**config.mk**
```make
export PLATFORM = sky130hd
export DESIGN_NAME = yaw_pd_position_target_loop_unit
export DESIGN_NICKNAME = d
export VERILOG_FILES = /design/src/hdl/yawpd_pkg.sv /design/src/hdl/yawpd_mul.sv /design/src/hdl/yawpd_div.sv /design/src/hdl/yaw_pd_position_target_loop_unit.sv
export SDC_FILE = /design/constraint.sdc
export NUM_CORES = 1
export LEC_CHECK = 0
export BUFFER_PORTS_ARGS = -buffer_cell sky130_fd_sc_hd__buf_2
export CAP_MARGIN = 20
export CORE_ASPECT_RATIO = 1.25
export CORE_MARGIN = 2
export CORE_UTILIZATION = 50
export CTS_BUF_LIST = sky130_fd_sc_hd__clkbuf_8 sky130_fd_sc_hd__clkbuf_16
export CTS_CLUSTER_SIZE = 14
export DETAILED_ROUTE_END_ITERATION = 10
export PLACE_DENSITY = 0.74
export SYNTH_ARGS = -nofsm -noshare
export SYNTH_HDL_FRONTEND = slang
export SYNTH_SLANG_ARGS = --single-unit
export TNS_END_PERCENT = 1
```
**constraint.sdc**
```tcl
create_clock -name clk_i -period 7.2 [get_ports clk_i]
set_input_delay 0.72 -clock clk_i [delete_from_list [all_inputs] [get_ports clk_i]]
set_output_delay 0.72 -clock clk_i [all_outputs]
set_load 0.05 [all_outputs]
```
**src/hdl/yawpd_pkg.sv**
```systemverilog
// ----------------------------------------------------------------------------
// yawpd_pkg
// Types, constants and helpers shared by the yaw PD target loop.
// ----------------------------------------------------------------------------
`timescale 1ns / 1ps

package yawpd_pkg;

  // Fixed-point format of angles and rates
  localparam int FRAC_BITS  = 16;
  localparam int GAIN_FRAC  = 12;
  localparam int RATE_SHIFT = 40 - FRAC_BITS;

  // Field widths
  localparam int KIND_W  = 2;
  localparam int GYRO_W  = 20;
  localparam int MS_W    = 16;
  localparam int VAL_W   = 32;
  localparam int GAIN_W  = 16;
  localparam int LIM_W   = 24;
  localparam int DTMAX_W = 8;

  // Serial multiplier: signed A, unsigned B, signed accumulator
  localparam int MUL_A_W = 32;
  localparam int MUL_B_W = 27;
  localparam int MUL_W   = 50;

  // Serial divide by the millisecond scale
  localparam int DIV_W     = 48;
  localparam int DIV_CNT_W = $clog2(DIV_W + 1);
  localparam int DIV_R_W   = 10;
  localparam int DIVISOR   = 1000;
  localparam int MS_ROUND  = 500;

  localparam logic [MUL_B_W-1:0] DEG2RAD_Q32 = 27'd74961321;
  localparam logic [MUL_W-1:0]   RATE_HALF   = MUL_W'(1) << (RATE_SHIFT - 1);
  localparam logic [MUL_W-1:0]   GAIN_HALF   = MUL_W'(1) << (GAIN_FRAC - 1);

  // Configuration port
  localparam int CFG_IDX_W  = 8;
  localparam int CFG_DATA_W = 32;
  localparam logic [CFG_IDX_W-1:0] CFG_PROP_GAIN  = 8'd0;
  localparam logic [CFG_IDX_W-1:0] CFG_DERIV_GAIN = 8'd1;
  localparam logic [CFG_IDX_W-1:0] CFG_SPEED_CAP  = 8'd2;
  localparam logic [CFG_IDX_W-1:0] CFG_DT_MAX     = 8'd3;

  localparam logic [GAIN_W-1:0]  PROP_GAIN_RST  = 16'd8192;
  localparam logic [GAIN_W-1:0]  DERIV_GAIN_RST = 16'd205;
  localparam logic [LIM_W-1:0]   SPEED_CAP_RST  = 24'd327680;
  localparam logic [DTMAX_W-1:0] DT_MAX_RST     = 8'd100;

  typedef enum logic [KIND_W-1:0] {
    KIND_TICK  = 2'd0,
    KIND_START = 2'd1,
    KIND_STOP  = 2'd2
  } kind_e;

  typedef enum logic [3:0] {
    ST_IDLE,
    ST_RATE,
    ST_YAW_MUL,
    ST_YAW_DIV,
    ST_P_MUL,
    ST_D_MUL,
    ST_T_MUL,
    ST_T_DIV,
    ST_EMIT
  } state_e;

  typedef struct packed {
    logic [KIND_W-1:0]       kind;
    logic signed [GYRO_W-1:0] gyro_z;
    logic [MS_W-1:0]         elapsed_ms;
    logic signed [VAL_W-1:0] start_position;
  } in_item_t;

  typedef struct packed {
    logic signed [VAL_W-1:0] target_position;
    logic signed [VAL_W-1:0] yaw_angle;
    logic signed [VAL_W-1:0] yaw_rate;
    logic                    velocity_clamped;
  } out_item_t;

  typedef struct packed {
    logic                      start;
    logic [MUL_A_W-1:0]        a;
    logic [MUL_B_W-1:0]        b;
    logic [MUL_W-1:0]          init;
  } mul_req_t;

  typedef struct packed {
    logic             done;
    logic [MUL_W-1:0] prod;
  } mul_rsp_t;

  typedef struct packed {
    logic             start;
    logic [DIV_W-1:0] mag;
  } div_req_t;

  typedef struct packed {
    logic             done;
    logic [DIV_W-1:0] quot;
  } div_rsp_t;

  // Saturate a wide two's-complement value to 32 bits
  function automatic logic [VAL_W-1:0] sat32(input logic [MUL_W-1:0] x);
    logic [VAL_W-1:0] r;
    if (x[MUL_W-1:VAL_W-1] == '0 || x[MUL_W-1:VAL_W-1] == '1) begin
      r = x[VAL_W-1:0];
    end else if (x[MUL_W-1]) begin
      r = {1'b1, {(VAL_W-1){1'b0}}};
    end else begin
      r = {1'b0, {(VAL_W-1){1'b1}}};
    end
    return r;
  endfunction

endpackage

```
**src/hdl/yawpd_mul.sv**
```systemverilog
// ----------------------------------------------------------------------------
// yawpd_mul
// Shift-add multiplier, one multiplier bit per cycle, accumulating onto init.
// ----------------------------------------------------------------------------
`timescale 1ns / 1ps

module yawpd_mul (
  input  logic                clk_i,
  input  logic                rst_ni,
  input  yawpd_pkg::mul_req_t req_i,
  output yawpd_pkg::mul_rsp_t rsp_o
);
  import yawpd_pkg::*;

  logic               busy_q;
  logic [MUL_W-1:0]   acc_q;
  logic [MUL_W-1:0]   a_q;
  logic [MUL_B_W-1:0] b_q;
  logic               last;

  assign last = busy_q && (b_q == '0);

  always_ff @(posedge clk_i or negedge rst_ni) begin
    if (!rst_ni) begin
      busy_q <= 1'b0;
    end else if (req_i.start) begin
      busy_q <= 1'b1;
    end else if (last) begin
      busy_q <= 1'b0;
    end
  end

  // Retire one multiplier bit per cycle; stop once no set bits remain
  always_ff @(posedge clk_i) begin
    if (req_i.start) begin
      acc_q <= req_i.init;
      a_q   <= {{(MUL_W-MUL_A_W){req_i.a[MUL_A_W-1]}}, req_i.a};
      b_q   <= req_i.b;
    end else if (busy_q && !last) begin
      if (b_q[0]) begin
        acc_q <= acc_q + a_q;
      end
      a_q <= a_q << 1;
      b_q <= b_q >> 1;
    end
  end

  assign rsp_o.done = last;
  assign rsp_o.prod = acc_q;

endmodule

```
**src/hdl/yawpd_div.sv**
```systemverilog
// ----------------------------------------------------------------------------
// yawpd_div
// Restoring divider by the millisecond scale, one quotient bit per cycle.
// ----------------------------------------------------------------------------
`timescale 1ns / 1ps

module yawpd_div (
  input  logic                clk_i,
  input  logic                rst_ni,
  input  yawpd_pkg::div_req_t req_i,
  output yawpd_pkg::div_rsp_t rsp_o
);
  import yawpd_pkg::*;

  logic                 busy_q;
  logic [DIV_CNT_W-1:0] cnt_q;
  logic [DIV_R_W-1:0]   rem_q;
  logic [DIV_W-1:0]     dvd_q;
  logic [DIV_R_W:0]     trial;
  logic                 ge;
  logic                 last;

  assign last  = busy_q && (cnt_q == '0);
  assign trial = {rem_q, dvd_q[DIV_W-1]};
  assign ge    = trial >= (DIV_R_W+1)'(DIVISOR);

  always_ff @(posedge clk_i or negedge rst_ni) begin
    if (!rst_ni) begin
      busy_q <= 1'b0;
      cnt_q  <= '0;
    end else if (req_i.start) begin
      busy_q <= 1'b1;
      cnt_q  <= DIV_CNT_W'(DIV_W);
    end else if (last) begin
      busy_q <= 1'b0;
    end else if (busy_q) begin
      cnt_q <= cnt_q - 1'b1;
    end
  end

  // Quotient bits shift in behind the dividend
  always_ff @(posedge clk_i) begin
    if (req_i.start) begin
      rem_q <= '0;
      dvd_q <= req_i.mag;
    end else if (busy_q && !last) begin
      if (ge) begin
        rem_q <= DIV_R_W'(trial - (DIV_R_W+1)'(DIVISOR));
      end else begin
        rem_q <= trial[DIV_R_W-1:0];
      end
      dvd_q <= {dvd_q[DIV_W-2:0], ge};
    end
  end

  assign rsp_o.done = last;
  assign rsp_o.quot = dvd_q;

endmodule

```
**src/hdl/yaw_pd_position_target_loop_unit.sv**
```systemverilog
// ----------------------------------------------------------------------------
// yaw_pd_position_target_loop_unit
// Gyro-driven PD loop that integrates a clamped velocity into a motor target.
// ----------------------------------------------------------------------------
//
//  Channel | Direction | Handshake              | Word
//  --------+-----------+------------------------+------------------------------
//  in      | input     | in_valid_i / in_ready_o | in_item_t: kind, gyro, ms, pos
//  out     | output    | out_valid_o/out_ready_i | out_item_t: target, yaw, rate, clamp
//  cfg     | input     | cfg_valid_i/cfg_ready_o | register index and data
//
//  A start, stop or rejected tick word leaves the input open. An accepted tick
//  holds the input closed while it runs: five passes through the shift-add
//  multiplier (one multiplier bit a cycle, at most 27 bits) and two 48-step
//  divides by 1000; its result then goes on to the output register.
//  Reset clears the loop state and returns the configuration registers to their defaults.
//  A finished result waits in the output register; the next word is taken
//  meanwhile, and a tick only stalls at its end if the previous result stays.
//  Configuration words are always taken.
// ----------------------------------------------------------------------------
`timescale 1ns / 1ps

module yaw_pd_position_target_loop_unit (
  input  logic                                clk_i,
  input  logic                                rst_ni,
  input  logic                                in_valid_i,
  output logic                                in_ready_o,
  input  yawpd_pkg::in_item_t                 in_data_i,
  output logic                                out_valid_o,
  input  logic                                out_ready_i,
  output yawpd_pkg::out_item_t                out_data_o,
  input  logic                                cfg_valid_i,
  output logic                                cfg_ready_o,
  input  logic [yawpd_pkg::CFG_IDX_W-1:0]     cfg_index_i,
  input  logic [yawpd_pkg::CFG_DATA_W-1:0]    cfg_data_i
);
  import yawpd_pkg::*;

  // Configuration registers
  logic [GAIN_W-1:0]  prop_gain_q;
  logic [GAIN_W-1:0]  deriv_gain_q;
  logic [LIM_W-1:0]   speed_cap_q;
  logic [DTMAX_W-1:0] dt_max_q;

  // Loop state
  state_e                  state_q, state_d;
  logic                    active_q, active_d;
  logic signed [VAL_W-1:0] yaw_q, yaw_d;
  logic signed [VAL_W-1:0] rate_q, rate_d;
  logic signed [VAL_W-1:0] target_q, target_d;

  // Per-tick working registers
  logic [MS_W-1:0] ms_q, ms_d;
  logic            neg_q, neg_d;
  logic            clamped_q, clamped_d;

  // Output register
  logic      out_valid_q, out_valid_d;
  out_item_t out_data_q, out_data_d;

  mul_req_t mul_req;
  mul_rsp_t mul_rsp;
  div_req_t div_req;
  div_rsp_t div_rsp;

  logic                    in_acc;
  logic                    tick_ok;
  logic signed [MUL_W-1:0] prod;
  logic [MUL_W-1:0]        prod_abs;
  logic [DIV_W-1:0]        div_mag;
  logic signed [MUL_W-1:0] rate_sh;
  logic signed [VAL_W-1:0] rate_new;
  logic signed [MUL_W-1:0] quot_ext;
  logic signed [MUL_W-1:0] quot_s;
  logic signed [VAL_W-1:0] yaw_new;
  logic signed [VAL_W-1:0] target_new;
  logic signed [MUL_W-1:0] pd_sh;
  logic signed [MUL_W-1:0] u_raw;
  logic signed [MUL_W-1:0] lim_s;
  logic                    u_hi;
  logic                    u_lo;
  logic signed [MUL_W-1:0] u_clamp;

  yawpd_mul u_mul (
    .clk_i  (clk_i),
    .rst_ni (rst_ni),
    .req_i  (mul_req),
    .rsp_o  (mul_rsp)
  );

  yawpd_div u_div (
    .clk_i  (clk_i),
    .rst_ni (rst_ni),
    .req_i  (div_req),
    .rsp_o  (div_rsp)
  );

  assign in_ready_o  = (state_q == ST_IDLE);
  assign in_acc      = in_valid_i && in_ready_o;
  assign cfg_ready_o = 1'b1;
  assign out_valid_o = out_valid_q;
  assign out_data_o  = out_data_q;

  // Tick is used only while active and within the allowed interval
  assign tick_ok = (in_data_i.kind == KIND_TICK) && active_q &&
                   (in_data_i.elapsed_ms != '0) &&
                   (in_data_i.elapsed_ms <= MS_W'(dt_max_q));

  // Product post-processing
  assign prod     = mul_rsp.prod;
  assign prod_abs = prod[MUL_W-1] ? MUL_W'(-prod) : MUL_W'(prod);
  // Magnitude plus half the scale: rounds half away from zero on the divide
  assign div_mag  = prod_abs[DIV_W-1:0] + DIV_W'(MS_ROUND);

  // deg/s to rad/s, rounding offset already in the accumulator
  assign rate_sh  = prod >>> RATE_SHIFT;
  assign rate_new = sat32(rate_sh);

  // Signed scaled increment, added onto yaw or target with saturation
  assign quot_ext   = {{(MUL_W-DIV_W){1'b0}}, div_rsp.quot};
  assign quot_s     = neg_q ? -quot_ext : quot_ext;
  assign yaw_new    = sat32({{(MUL_W-VAL_W){yaw_q[VAL_W-1]}}, yaw_q} + quot_s);
  assign target_new = sat32({{(MUL_W-VAL_W){target_q[VAL_W-1]}}, target_q} + quot_s);

  // PD velocity: negate, then clamp to the limit
  assign pd_sh   = prod >>> GAIN_FRAC;
  assign u_raw   = -pd_sh;
  assign lim_s   = {{(MUL_W-LIM_W){1'b0}}, speed_cap_q};
  assign u_hi    = u_raw > lim_s;
  assign u_lo    = u_raw < -lim_s;
  assign u_clamp = u_hi ? lim_s : (u_lo ? -lim_s : u_raw);

  // Sequencer
  always_comb begin
    state_d     = state_q;
    active_d    = active_q;
    yaw_d       = yaw_q;
    rate_d      = rate_q;
    target_d    = target_q;
    ms_d        = ms_q;
    neg_d       = neg_q;
    clamped_d   = clamped_q;
    out_valid_d = out_valid_q && !out_ready_i;
    out_data_d  = out_data_q;
    mul_req     = '0;
    div_req     = '0;

    unique case (state_q)
      ST_IDLE: begin
        if (in_acc) begin
          if (in_data_i.kind == KIND_START) begin
            target_d = in_data_i.start_position;
            yaw_d    = '0;
            rate_d   = '0;
            active_d = 1'b1;
          end else if (in_data_i.kind == KIND_STOP) begin
            active_d = 1'b0;
          end else if (tick_ok) begin
            ms_d          = in_data_i.elapsed_ms;
            mul_req.start = 1'b1;
            mul_req.a     = {{(MUL_A_W-GYRO_W){in_data_i.gyro_z[GYRO_W-1]}},
                             in_data_i.gyro_z};
            mul_req.b     = DEG2RAD_Q32;
            mul_req.init  = RATE_HALF;
            state_d       = ST_RATE;
          end
        end
      end
      ST_RATE: begin
        if (mul_rsp.done) begin
          rate_d        = rate_new;
          mul_req.start = 1'b1;
          mul_req.a     = rate_new;
          mul_req.b     = MUL_B_W'(ms_q);
          state_d       = ST_YAW_MUL;
        end
      end
      ST_YAW_MUL: begin
        if (mul_rsp.done) begin
          neg_d         = prod[MUL_W-1];
          div_req.start = 1'b1;
          div_req.mag   = div_mag;
          state_d       = ST_YAW_DIV;
        end
      end
      ST_YAW_DIV: begin
        if (div_rsp.done) begin
          yaw_d         = yaw_new;
          mul_req.start = 1'b1;
          mul_req.a     = yaw_new;
          mul_req.b     = MUL_B_W'(prop_gain_q);
          mul_req.init  = GAIN_HALF;
          state_d       = ST_P_MUL;
        end
      end
      ST_P_MUL: begin
        if (mul_rsp.done) begin
          // Add the rate term onto the proportional product
          mul_req.start = 1'b1;
          mul_req.a     = rate_q;
          mul_req.b     = MUL_B_W'(deriv_gain_q);
          mul_req.init  = prod;
          state_d       = ST_D_MUL;
        end
      end
      ST_D_MUL: begin
        if (mul_rsp.done) begin
          clamped_d     = u_hi || u_lo;
          mul_req.start = 1'b1;
          mul_req.a     = u_clamp[MUL_A_W-1:0];
          mul_req.b     = MUL_B_W'(ms_q);
          state_d       = ST_T_MUL;
        end
      end
      ST_T_MUL: begin
        if (mul_rsp.done) begin
          neg_d         = prod[MUL_W-1];
          div_req.start = 1'b1;
          div_req.mag   = div_mag;
          state_d       = ST_T_DIV;
        end
      end
      ST_T_DIV: begin
        if (div_rsp.done) begin
          target_d = target_new;
          state_d  = ST_EMIT;
        end
      end
      ST_EMIT: begin
        // Hold until the output register is free
        if (!out_valid_q || out_ready_i) begin
          out_valid_d                 = 1'b1;
          out_data_d.target_position  = target_q;
          out_data_d.yaw_angle        = yaw_q;
          out_data_d.yaw_rate         = rate_q;
          out_data_d.velocity_clamped = clamped_q;
          state_d                     = ST_IDLE;
        end
      end
      default: begin
        state_d = ST_IDLE;
      end
    endcase
  end

  always_ff @(posedge clk_i or negedge rst_ni) begin
    if (!rst_ni) begin
      state_q     <= ST_IDLE;
      active_q    <= 1'b0;
      yaw_q       <= '0;
      rate_q      <= '0;
      target_q    <= '0;
      out_valid_q <= 1'b0;
    end else begin
      state_q     <= state_d;
      active_q    <= active_d;
      yaw_q       <= yaw_d;
      rate_q      <= rate_d;
      target_q    <= target_d;
      out_valid_q <= out_valid_d;
    end
  end

  // Payload registers
  always_ff @(posedge clk_i) begin
    ms_q       <= ms_d;
    neg_q      <= neg_d;
    clamped_q  <= clamped_d;
    out_data_q <= out_data_d;
  end

  // Configuration writes; unknown indexes drop
  always_ff @(posedge clk_i or negedge rst_ni) begin
    if (!rst_ni) begin
      prop_gain_q  <= PROP_GAIN_RST;
      deriv_gain_q <= DERIV_GAIN_RST;
      speed_cap_q  <= SPEED_CAP_RST;
      dt_max_q     <= DT_MAX_RST;
    end else if (cfg_valid_i && cfg_ready_o) begin
      unique case (cfg_index_i)
        CFG_PROP_GAIN:  prop_gain_q  <= cfg_data_i[GAIN_W-1:0];
        CFG_DERIV_GAIN: deriv_gain_q <= cfg_data_i[GAIN_W-1:0];
        CFG_SPEED_CAP:  speed_cap_q  <= cfg_data_i[LIM_W-1:0];
        CFG_DT_MAX:     dt_max_q     <= cfg_data_i[DTMAX_W-1:0];
        default: begin
        end
      endcase
    end
  end

endmodule

```
======== Yosys cells after proc, flatten, opt, wreduce, memory -nomap -nowiden ========
Index checks and enable logic that the tools add are counted.
word-level totals
  word-level logic and storage cells ...... 191
  flip-flop bits (word level) ............. 474
  output and inout bits ................... 100
operators by class
  bitwise logic cells ..................... 2
  equality and inequality tests ........... 31
  $add $sub $neg .......................... 10
  order comparisons ....................... 4
  reduce and logical (&&, ||, !) cells .... 53
  multiplexer cells ....................... 66
operators by type and width
  operator                 count
  $mux W110                6
  $mux W32                 15
  $mux W50                 6
  $pmux W60 S5             1
  $pmux W32 S2             3
  $add A50 B50 Y50         3
  $pmux W50 S3             1
  $mux W48                 3
  $mux W60                 2
  $mux W49                 2
  $eq A19 B19 Y1 const B   3
  $logic_not A19 Y1        3
  $mux W27                 2
  $gt A50 B25 Y1           1
  $lt A50 B50 Y1           1
  $neg A24 Y50             1
  $neg A38 Y50             1
  $neg A48 Y50             1
  $add A48 B9 Y48 const B  1
  $mux W4                  12
  $neg A48 Y48             1
  $pmux W4 S9              1
  $logic_not A27 Y1        1
  $ne A2 B1 Y1 const B     10
  33 further kinds         85

======== Longest topological paths before layout ========
Gate-level depths: netlist of the first run.
  word-level depth ........................ 11
  gate-level depth with buffers ........... 30
  mapped depth without buffers ............ 28

======== Hierarchy ========
Synthesis of the first run repeated with hierarchy kept, for this count alone.
second synthesis, totals
  cell total of the unflattened synthesis .. 4147
  area total of the unflattened synthesis .. 37176.9 µm²
modules (own cells, without submodules)
  module                            instances  sequential area each (µm²)  area each (µm²)  cells each
  yaw_pd_position_target_loop_unit  1          7290.7                      25916.1          3135
  yawpd_mul                         1          3838.7                      8247.9           792
  yawpd_div                         1          1816.7                      3012.9           220

======== Least setup slack after synthesis of the first run ========
Ideal clock, no wire load.
  path type ............................... register -> register
  start point ............................. register state_q[2]
  end point ............................... register u_mul.acc_q[0] (enable)
  library setup time ...................... 0.474 ns
  stages on the path, launching flop included .. 11
  buffers on the path ..................... 4
  path slack .............................. 0.747 ns
  required time ........................... 6.726 ns
  arrival time ............................ 5.979 ns
  cells stage by stage .................... dfrtp_1 > clkbuf_1 > or2_2 > clkbuf_1 > nor3_1 > nand2_1 > nor4_1 > nor2b_1 > clkbuf_1 > clkbuf_1 > a21oi_1
on the way
  cells in the longest elaborated chain, start to end .. 6
  elaborated cells on any way between the ends .. 12
ends and longest elaborated chain
  item                                                                        line                                     source
  start: declaration                                                          yaw_pd_position_target_loop_unit.sv:46   state_e state_q, state_d;
  start signal: assignment                                                    yaw_pd_position_target_loop_unit.sv:255  state_q <= state_d;
  $logic_not A4 Y1 *                                                          yaw_pd_position_target_loop_unit.sv:98   assign in_ready_o = (state_q == ST_IDLE);
  named net in_ready_o                                                        yaw_pd_position_target_loop_unit.sv:27   output logic in_ready_o,
  $logic_and A1 B1 Y1                                                         yaw_pd_position_target_loop_unit.sv:99   assign in_acc = in_valid_i && in_ready_o;
  $mux W110                                                                   yaw_pd_position_target_loop_unit.sv:150  if (in_acc) begin
  $pmux W60 S5 *                                                              yaw_pd_position_target_loop_unit.sv:148  unique case (state_q)
  $ne A3 B3 Y1 (no source line) / $reduce_bool A2 Y1 (equally long branches)  -
  $reduce_and A3 Y1 (no source line) *                                        -
  end signal: assignment                                                      yawpd_mul.sv:36                          acc_q <= req_i.init;
  end signal: assignment                                                      yawpd_mul.sv:41                          acc_q <= acc_q + a_q;
  end: declaration                                                            yawpd_mul.sv:16                          logic [MUL_W-1:0] acc_q;
Mark *: on every way through the listed nets, which the timed path passes. The rest lies on a longest branch.
A chain may end at the register's enable or synchronous reset.

======== Final worst setup path of the first run ========
  start point ............................. register u_div.dvd_q[3]
  end point ............................... register u_mul.a_q[6] (data pin)
on the way
  cells in the longest elaborated chain, start to end .. 9
  elaborated cells on any way between the ends .. 11
ends and longest elaborated chain
  item                                                        line                                     source
  start: declaration                                          yawpd_div.sv:18                          logic [DIV_W-1:0] dvd_q;
  start signal: assignment                                    yawpd_div.sv:45                          dvd_q <= req_i.mag;
  start signal: assignment                                    yawpd_div.sv:52                          dvd_q <= {dvd_q[DIV_W-2:0], ge};
  $neg A48 Y50                                                yaw_pd_position_target_loop_unit.sv:121  assign quot_s = neg_q ? -quot_ext : quot_ext;
  $mux W50 *                                                  yaw_pd_position_target_loop_unit.sv:121
  $add A50 B50 Y50 *                                          yaw_pd_position_target_loop_unit.sv:122  assign yaw_new = sat32({{(MUL_W-VAL_W){yaw_q[VAL_W-1]}}, yaw_q} + quot_s);
  $eq A19 B19 Y1 / $logic_not A19 Y1 (equally long branches)  yawpd_pkg.sv:109                         if (x[MUL_W-1:VAL_W-1] == '0 || x[MUL_W-1:VAL_W-1] == '1) begin
  $logic_or A1 B1 Y1                                          yawpd_pkg.sv:109
  $mux W32 *                                                  yawpd_pkg.sv:109
  $mux W110 *                                                 yaw_pd_position_target_loop_unit.sv:187  if (div_rsp.done) begin
  $pmux W60 S5 *                                              yaw_pd_position_target_loop_unit.sv:148
  $mux W50 *                                                  yawpd_mul.sv:35                          if (req_i.start) begin
  end signal: assignment                                      yawpd_mul.sv:37                          a_q <= {{(MUL_W-MUL_A_W){req_i.a[MUL_A_W-1]}}, req_i.a};
  end signal: assignment                                      yawpd_mul.sv:43                          a_q <= a_q << 1;
  end: declaration                                            yawpd_mul.sv:17                          logic [MUL_W-1:0] a_q;
Every way passes the cells marked *; elsewhere a longest branch is shown, timed or not.

==> results of run 1 <==
==> worst min-delay path by stage <==
stage / to / slack, ns / cells after the start
floorplan: out_data_o[0] / 0.40 / 0
global placement: u_div.rem_q[9] / 0.45 / 2
detailed placement: u_div.rem_q[9] / 0.45 / 2
CTS: target_q[1] / 0.04 / 1
global route: target_q[4] / 0.08 / 1
finish: target_q[5] / 0.05 / 1
==> stage by stage <==
stage	hold slack (ns)	std cells
finish	0.0546	4854
global route	0.0790	4854
CTS	0.0419	4844
detailed placement	0.451	4750
global placement	0.449	4749
floorplan	0.400	3776
==> logic make-up (layout without fill, tap and decap cells) <==
family / after synthesis / in the layout / share of synthesized area [%]
and+or+nand+nor: 1302 / 1302 / 18.1
adders and majority gates: 252 / 252 / 9.32
AOI/OAI and AO/OA: 1053 / 1053 / 20.0
other: 1 / 1 / 0.0110
buffers and inverters: 291 / 497 / 3.36
xor gates and xnor gates: 337 / 337 / 8.69
muxes: 78 / 78 / 2.54
DFF: 462 / 462 / 38.0
==> power groups by stage <==
stage / Sequential (mW) / Clock [mW] / Combinational, mW
6_report: 4.53 / 2.60 / 8.44
4_1_cts: 4.49 / 2.64 / 8.27
3_3_place_gp: 4.52 / 0 / 8.05
5_1_grt: 4.59 / 2.74 / 9.36
2_1_floorplan: 4.09 / 0 / 6.52
3_5_place_dp: 4.54 / 0 / 8.21
==> worst register-to-register path, stage by stage (launching register included) <==
cell	delay, ns
edfxtp_1	0.40
buf_4	0.17
or4_1	0.63
nor3_1	0.24
nand4_1	0.30
nand2b_1	0.36
or3_1	0.43
o31a_1	0.27
xor2_1	0.18
ha_1	0.39
and2_1	0.22
and3_1	0.30
o2111ai_1	0.17
a21oi_2	0.25
a21o_1	0.15
nand3_1	0.14
a211oi_2	0.19
nand4_1	0.10
or4_1	0.53
and4bb_4	0.43
nor3_4	0.12
clkbuf_16	0.25
nand3b_1	0.17
a221o_1	0.29
==> layer usage <==
metal / vias to the layer above / share of wire [%] / global-route usage [%]
li1: 14300 / - / -
met1: 14400 / 39 / 36.4
met2: 1323 / 47 / 50.2
met4: 2 / 6.3 / 16.3
met5: - / 0.010 / 0
met3: 315 / 7.6 / 4.05
==> final cells by class <==
type                       instances  area (µm²)
clock inverter                    40         323
sequential                       462       12900
clock buffer                      54        1340
tap                              872        1090
multi-input combinational       3023       20200
fill                            6162       29600
inverter                         100         375
timing repair buffer             303        1880
==> cells in the final DEF, fill, tap and decap left out, drive strengths merged, types with 19 or more instances in the layout <==
cell type | synthesis | layout
a222oi | 30 | 30
nand2b | 33 | 33
o21a | 29 | 29
a211oi | 40 | 40
or3 | 25 | 25
nor4 | 52 | 52
xnor2 | 227 | 227
nor3 | 90 | 90
a31oi | 42 | 42
nand3 | 66 | 66
and3 | 25 | 25
nor2 | 357 | 357
inv | 99 | 117
o211ai | 27 | 27
and2 | 29 | 29
dfrtp | 157 | 157
nand4 | 66 | 66
buf | 26 | 302
a21o | 100 | 100
o221ai | 20 | 20
xor2 | 110 | 110
ha | 249 | 249
edfxtp | 284 | 284
o21ai | 274 | 274
or2 | 19 | 19
mux2 | 67 | 67
o31ai | 35 | 35
nor2b | 24 | 24
clkbuf | 165 | 55
a22o | 30 | 30
a21oi | 269 | 269
nand2 | 448 | 448
==> state kept, by name, summed over array words and instances, names as in the netlist, 8 cells and up <==
| signal | flops |
|---|---|
| deriv_gain_q | 16 |
| dt_max_q | 8 |
| ms_q | 16 |
| out_data_o | 91 |
| prop_gain_q | 16 |
| rate_q | 26 |
| speed_cap_q | 24 |
| target_q | 32 |
| u_div.dvd_q | 48 |
| u_div.rem_q | 10 |
| u_mul.a_q | 50 |
| u_mul.acc_q | 50 |
| u_mul.b_q | 27 |
| yaw_q | 32 |
==> what timing repair did <==
item	in CTS	in global routing
endpoints found under the setup margin	0	93
setup buffers	0	2
resized for setup	0	21
==> impl_results.md, run 1 <==
- Outcome: completed
- Sw Ratio: 44.9%
- # setup viols final: 0
- Worst path bufs/invs: 2
- Final Hold Fails: 0
- Clock slew at reported path FFs: 0.06 ns
- Antenna-violating nets left: 0
- Die Area: 0.0703 mm²
- Final cycle utilization of the critical path: 96.1%
- Critical path startpoint: u_div.dvd_q[3]
- Logic pwr share: 54.2%
- CP startpoint kind: flop
- Final Power: 15.6 mW
- Worst-Skew Late Latency: 0.64 ns
- Grt ovf: 0
- Fin Clk Skew: 0.0467 ns
- Most common cell in the netlist: nand2_1
- Slew Viols, Final: 0
- R2r worst-path depth: 23
- CTS tree: yes
- Min-Delay Path Class: in2async
- Setup CP Type: reg2reg
- CTS Root Cell: clkbuf_16
- Critical-path cell list: buf_4 -> or4_1 -> nor3_1 -> nand4_1 -> nand2b_1 -> or3_1 -> o31a_1 -> xor2_1 -> ha_1 -> and2_1 -> and3_1 -> o2111ai_1 -> a21oi_2 -> a21o_1 -> nand3_1 -> a211oi_2 -> nand4_1 -> or4_1 -> and4bb_4 -> nor3_4 -> clkbuf_16 -> nand3b_1 -> a221o_1
- Internal power: 8.58 mW
- Final core utilization: 56.3%
- Initial DRC count: 2,939
- Antenna cells: 0
- Switch Pwr: 6.99 mW
- Initial antenna violation count: 2
- Top_reg_cell synth: edfxtp_1
- # hold bufs at CTS: 0
- Vias in the first global route: 29.3k
- PnR worst setup slack: 0.284 ns
- GRT Total Usage: 29.5%
- Layout net count: 4,307
- Post-synth cell types: 98
- First-pass GRT wire length: 162 mm
- Worst vdd ir: 0.222 mV
- Post-synthesis cell count: 3,776
- Synth area leader: edfxtp_1
- Crit Path Max Fanout: 7
- Num CTS Buffers: 50
- Sequential-to-total area share from yosys stat: 38.0%
- R2R Path End: u_mul.a_q[6]
- Core area: 0.0677 mm²
- Pre-CTS WS: 0.0713 ns
- Pleak: 15.9 nW
- Layout cell share with drive strength beyond 1: 13.7%
- Dpl cell area: 0.0362 mm²
- Final Instance Area: 0.0381 mm²
- Routed vias: 30.3k
- Top cell type's share of synthesized area: 25.0%
- Clk buf depth: 3
- Cell depth of the worst setup path: 23
- Critical-path top delay cell: or4_1
- Worst slew margin relative to its limit: 24.7%
- GP Congestion: 1.00
- DR DRC count: 0
- WP data arrival: 7.30 ns
- Port Buffers: 205
- Synth top cells by count: nand2_1 (448), nor2_1 (355), edfxtp_1 (284), a21oi_1 (268), o21ai_0 (260)
- End of the critical path: u_mul.a_q[6]
- I/O pin cnt: 215
- First drt pass iteration count: 6
- Routed WL: 106 mm
- Post-synthesis net count: 4,143
- Setup TNS: 0 ns
- H-tree levels: 2
- Asr flop ratio synth: 36.4%
- Cell family with most CP delay: simple AND/OR/NAND/NOR gates
- CTS sink cnt: 462
- Post-DR vias/cell: 6.24
- Max_cap viols: 0
- Post-DP HPWL: 81.5 mm
- Layout area overhead: 11.9%
- CP peak stage delay: 0.62 ns
- Seq cells post-synth: 462
- Syn. warnings: 0
- Setup crit end kind: flop
- Synth area leaders: edfxtp_1 (25%), dfrtp_1 (12%), ha_1 (9.1%), xnor2_1 (5.8%), nand2_1 (4.9%)
- Seq pwr share: 29.1%
- DR WL/cell: 21.8 µm
- Die height: 296 µm
- # rows: 107
- Post-synth EDFFs: 284
- Mapped Area: 0.0341 mm²
- Max Clk Rate: 145 MHz
- R2R Setup Slk: 0.28 ns
- Worst r2r src: u_div.dvd_q[3]
- Clock power share: 16.7%
- Initial core utilization: 50.3%
- Cell area power density: 408 mW/mm²
- Actual slew at the worst max-slew pin: 1.13 ns
- Syn Area/Cell: 9.02 µm²
- Crit path time final: 6.92 ns
- CP Data Required Time: 7.59 ns
- Largest net degree at the start of global routing: 96
- Die width: 237 µm
No activity file was read; power rests on OpenSTA's default activity.
==> run 2: changes to the inputs <==
==> constraint.sdc (replaced) <==
create_clock -name clk_i -period 7.2 [get_ports clk_i]
set_input_delay 0.36 -clock clk_i [delete_from_list [all_inputs] [get_ports clk_i]]
set_output_delay 0.36 -clock clk_i [all_outputs]
set_load 0.05 [all_outputs]
==> run 2 against run 1 <==
Count of clock-buffer cells in the layout grew 7. Combinational power rose by 0.9%. Hold slack lost 0.034 ns. Core utilization increased by 0.55 points. Via count is essentially flat. Critical endpoint is now u_mul.a_q[30].
==> impl_results.md, run 2 (synthesis gave the netlist of run 1 again) <==
- Outcome: completed (unchanged)
- Die height: 296 µm (unchanged)
- Min-Delay Path Class: in2reg (was in2async)
- Port Buffers: 205 (unchanged)
- DR WL/cell: 21.9 µm (was 21.8 µm)
- # rows: 107 (unchanged)
- Max_cap viols: 0 (unchanged)
- Vias in the first global route: 29.2k (was 29.3k)
- Cell area power density: 410 mW/mm² (was 408 mW/mm²)
- Num CTS Buffers: 50 (unchanged)
- Worst-Skew Late Latency: 0.63 ns (was 0.64 ns)
- Final Hold Fails: 0 (unchanged)
- GP Congestion: 0.981 (was 1.00)
- Max Clk Rate: 144 MHz (was 145 MHz)
- I/O pin cnt: 215 (unchanged)
- Switch Pwr: 7.03 mW (was 6.99 mW)
- Final Power: 15.8 mW (was 15.6 mW)
- H-tree levels: 2 (unchanged)
- First drt pass iteration count: 9 (was 6)
- CTS sink cnt: 462 (unchanged)
- Final cycle utilization of the critical path: 96.2% (was 96.1%)
- Actual slew at the worst max-slew pin: 1.13 ns (about the same)
- Setup crit end kind: flop (unchanged)
- Initial DRC count: 2,607 (was 2,939)
- Register area: 0.0129 mm² (unchanged)
- Routed vias: 30.3k (about the same)
- Die Area: 0.0703 mm² (unchanged)
- First-pass GRT wire length: 164 mm (was 162 mm)
- Crit path time final: 6.93 ns (was 6.92 ns)
- Worst slew margin relative to its limit: 24.8% (was 24.7%)
- Commonest non-fill, non-tap cells in the layout: nand2_1 (446), nor2_1 (351), edfxtp_1 (284), a21oi_1 (267), o21ai_0 (260) (was nand2_1 (445), nor2_1 (350), edfxtp_1 (284), a21oi_1 (266), o21ai_0 (260))
- Layout cell share with drive strength beyond 1: 13.7% (about the same)
- Post-DP HPWL: 83.0 mm (was 81.5 mm)
- Largest register FFs: 91 (unchanged)
- GRT Total Usage: 29.9% (was 29.5%)
- Layout area overhead: 13.0% (was 11.9%)
- Core area: 0.0677 mm² (unchanged)
- Die width: 237 µm (unchanged)
- Area of the multi-input gates: 0.0201 mm² (was 0.0202 mm²)
- CP peak stage delay: 0.53 ns (was 0.62 ns)
- # setup viols final: 0 (unchanged)
- Seq pwr share: 28.9% (was 29.1%)
- Pleak: 16.0 nW (was 15.9 nW)
- Largest net degree at the start of global routing: 96 (unchanged)
- Layout net count: 4,343 (was 4,307)
- Critical-path top delay cell: or4_1 (unchanged)
- Clk buf depth: 3 (unchanged)
- Internal power: 8.75 mW (was 8.58 mW)
- Clock power share: 17.1% (was 16.7%)
- Final core utilization: 56.8% (was 56.3%)
- Filler instances: 6,020 (was 6,162)
- Routed WL: 107 mm (was 106 mm)
- CP startpoint kind: flop (unchanged)
- Slew Viols, Final: 0 (unchanged)
- Initial antenna violation count: 2 (unchanged)
- Crit Path Max Fanout: 15 (was 7)
- Most common cell after layout, fill and taps aside: nand2_1 (unchanged)
- Antenna-violating nets left: 0 (unchanged)
- CTS Root Cell: clkbuf_16 (unchanged)
- CP Data Required Time: 7.65 ns (was 7.59 ns)
- Grt ovf: 0 (unchanged)
- Clock slew at reported path FFs: 0.07 ns (was 0.06 ns)
- Fin Clk Skew: 0.0330 ns (was 0.0467 ns)
- Post-DR vias/cell: 6.20 (was 6.24)
- Initial core utilization: 50.3% (unchanged)
- Sw Ratio: 44.6% (was 44.9%)
- Worst vdd ir: 0.252 mV (was 0.222 mV)
- CTS tree: yes (unchanged)
- Setup CP Type: reg2reg (unchanged)
- WP data arrival: 7.38 ns (was 7.30 ns)
- Logic pwr share: 54.0% (was 54.2%)
- DR DRC count: 0 (unchanged)
## run 2: power groups by stage
stage	clock, mW	sequential, mW	combinational (mW)
finish	2.69	4.56	8.52
global route	2.83	4.62	9.47
CTS	2.72	4.52	8.36
detailed placement	0	4.57	8.30
global placement	0	4.56	8.17
floorplan	0	4.09	6.52
## run 2: path summary, 6_finish.rpt
check,startpoint,endpoint,slack (ns),cells after the start
worst max-delay path,u_div.dvd_q[1],u_mul.a_q[30],0.27,29
min in group asynchronous,rst_ni,target_q[4],0.36,2
max in group asynchronous,rst_ni,rate_q[23],5.56,3
worst min register to register,u_div.rem_q[9],u_div.rem_q[9],0.46,2
worst min-delay path,cfg_data_i[11],deriv_gain_q[11],0.02,2
worst max register to register,u_div.dvd_q[1],u_mul.a_q[30],0.27,29
## run 2: area by class of cell
class | count | area share [%]
flip-flops and latches | 462 | 33.6
repair buffers | 339 | 5.83
well taps | 872 | 2.83
diodes | 1 | 0.00650
multi-input cells | 3023 | 52.2
inverters | 100 | 0.975
clock inverters | 33 | 0.692
clock buffers | 61 | 3.82
## run 2: critical path: cells and delay by family, from the launching register on
family	cells	cell delay, ns
adder cells (fa/ha/maj)	2	0.62
XOR/XNOR	1	0.20
flip-flops	1	0.39
AND/OR/NAND/NOR	15	3.46
AO/OA/AOI/OAI	6	1.32
buffers and inverters	5	0.78
## run 2: metrics by stage
stage / worst slack, ns / hold slack (ns) / cell area [µm²] / cells / setup TNS [ns]
floorplan: 0.747 / 0.0644 / 34100 / 3776 / 0
global placement: 0.337 / 0.448 / 36300 / 4763 / 0
detailed placement: 0.222 / 0.452 / 36400 / 4764 / 0
CTS: 0.197 / 0.00205 / 38300 / 4883 / 0
global route: -0.0283 / 0.00475 / 38500 / 4890 / -0.0778
finish: 0.273 / 0.0202 / 38500 / 4891 / 0
## run 2: per-layer routing
layer	track usage, %	share of wire [%]
met4	15.5	5.8
met1	36.8	40
met2	51.1	47
met5	0	0
met3	4.21	7.4
## run 2: timing repair
| action | CTS | global route |
|---|---|---|
| setup endpoints to repair | 0 | 56 |
| gates resized for setup | 0 | 8 |
| setup buffers | 0 | 2 |
| endpoints found under the hold margin | 92 | 0 |
| hold buffers | 25 | 0 |
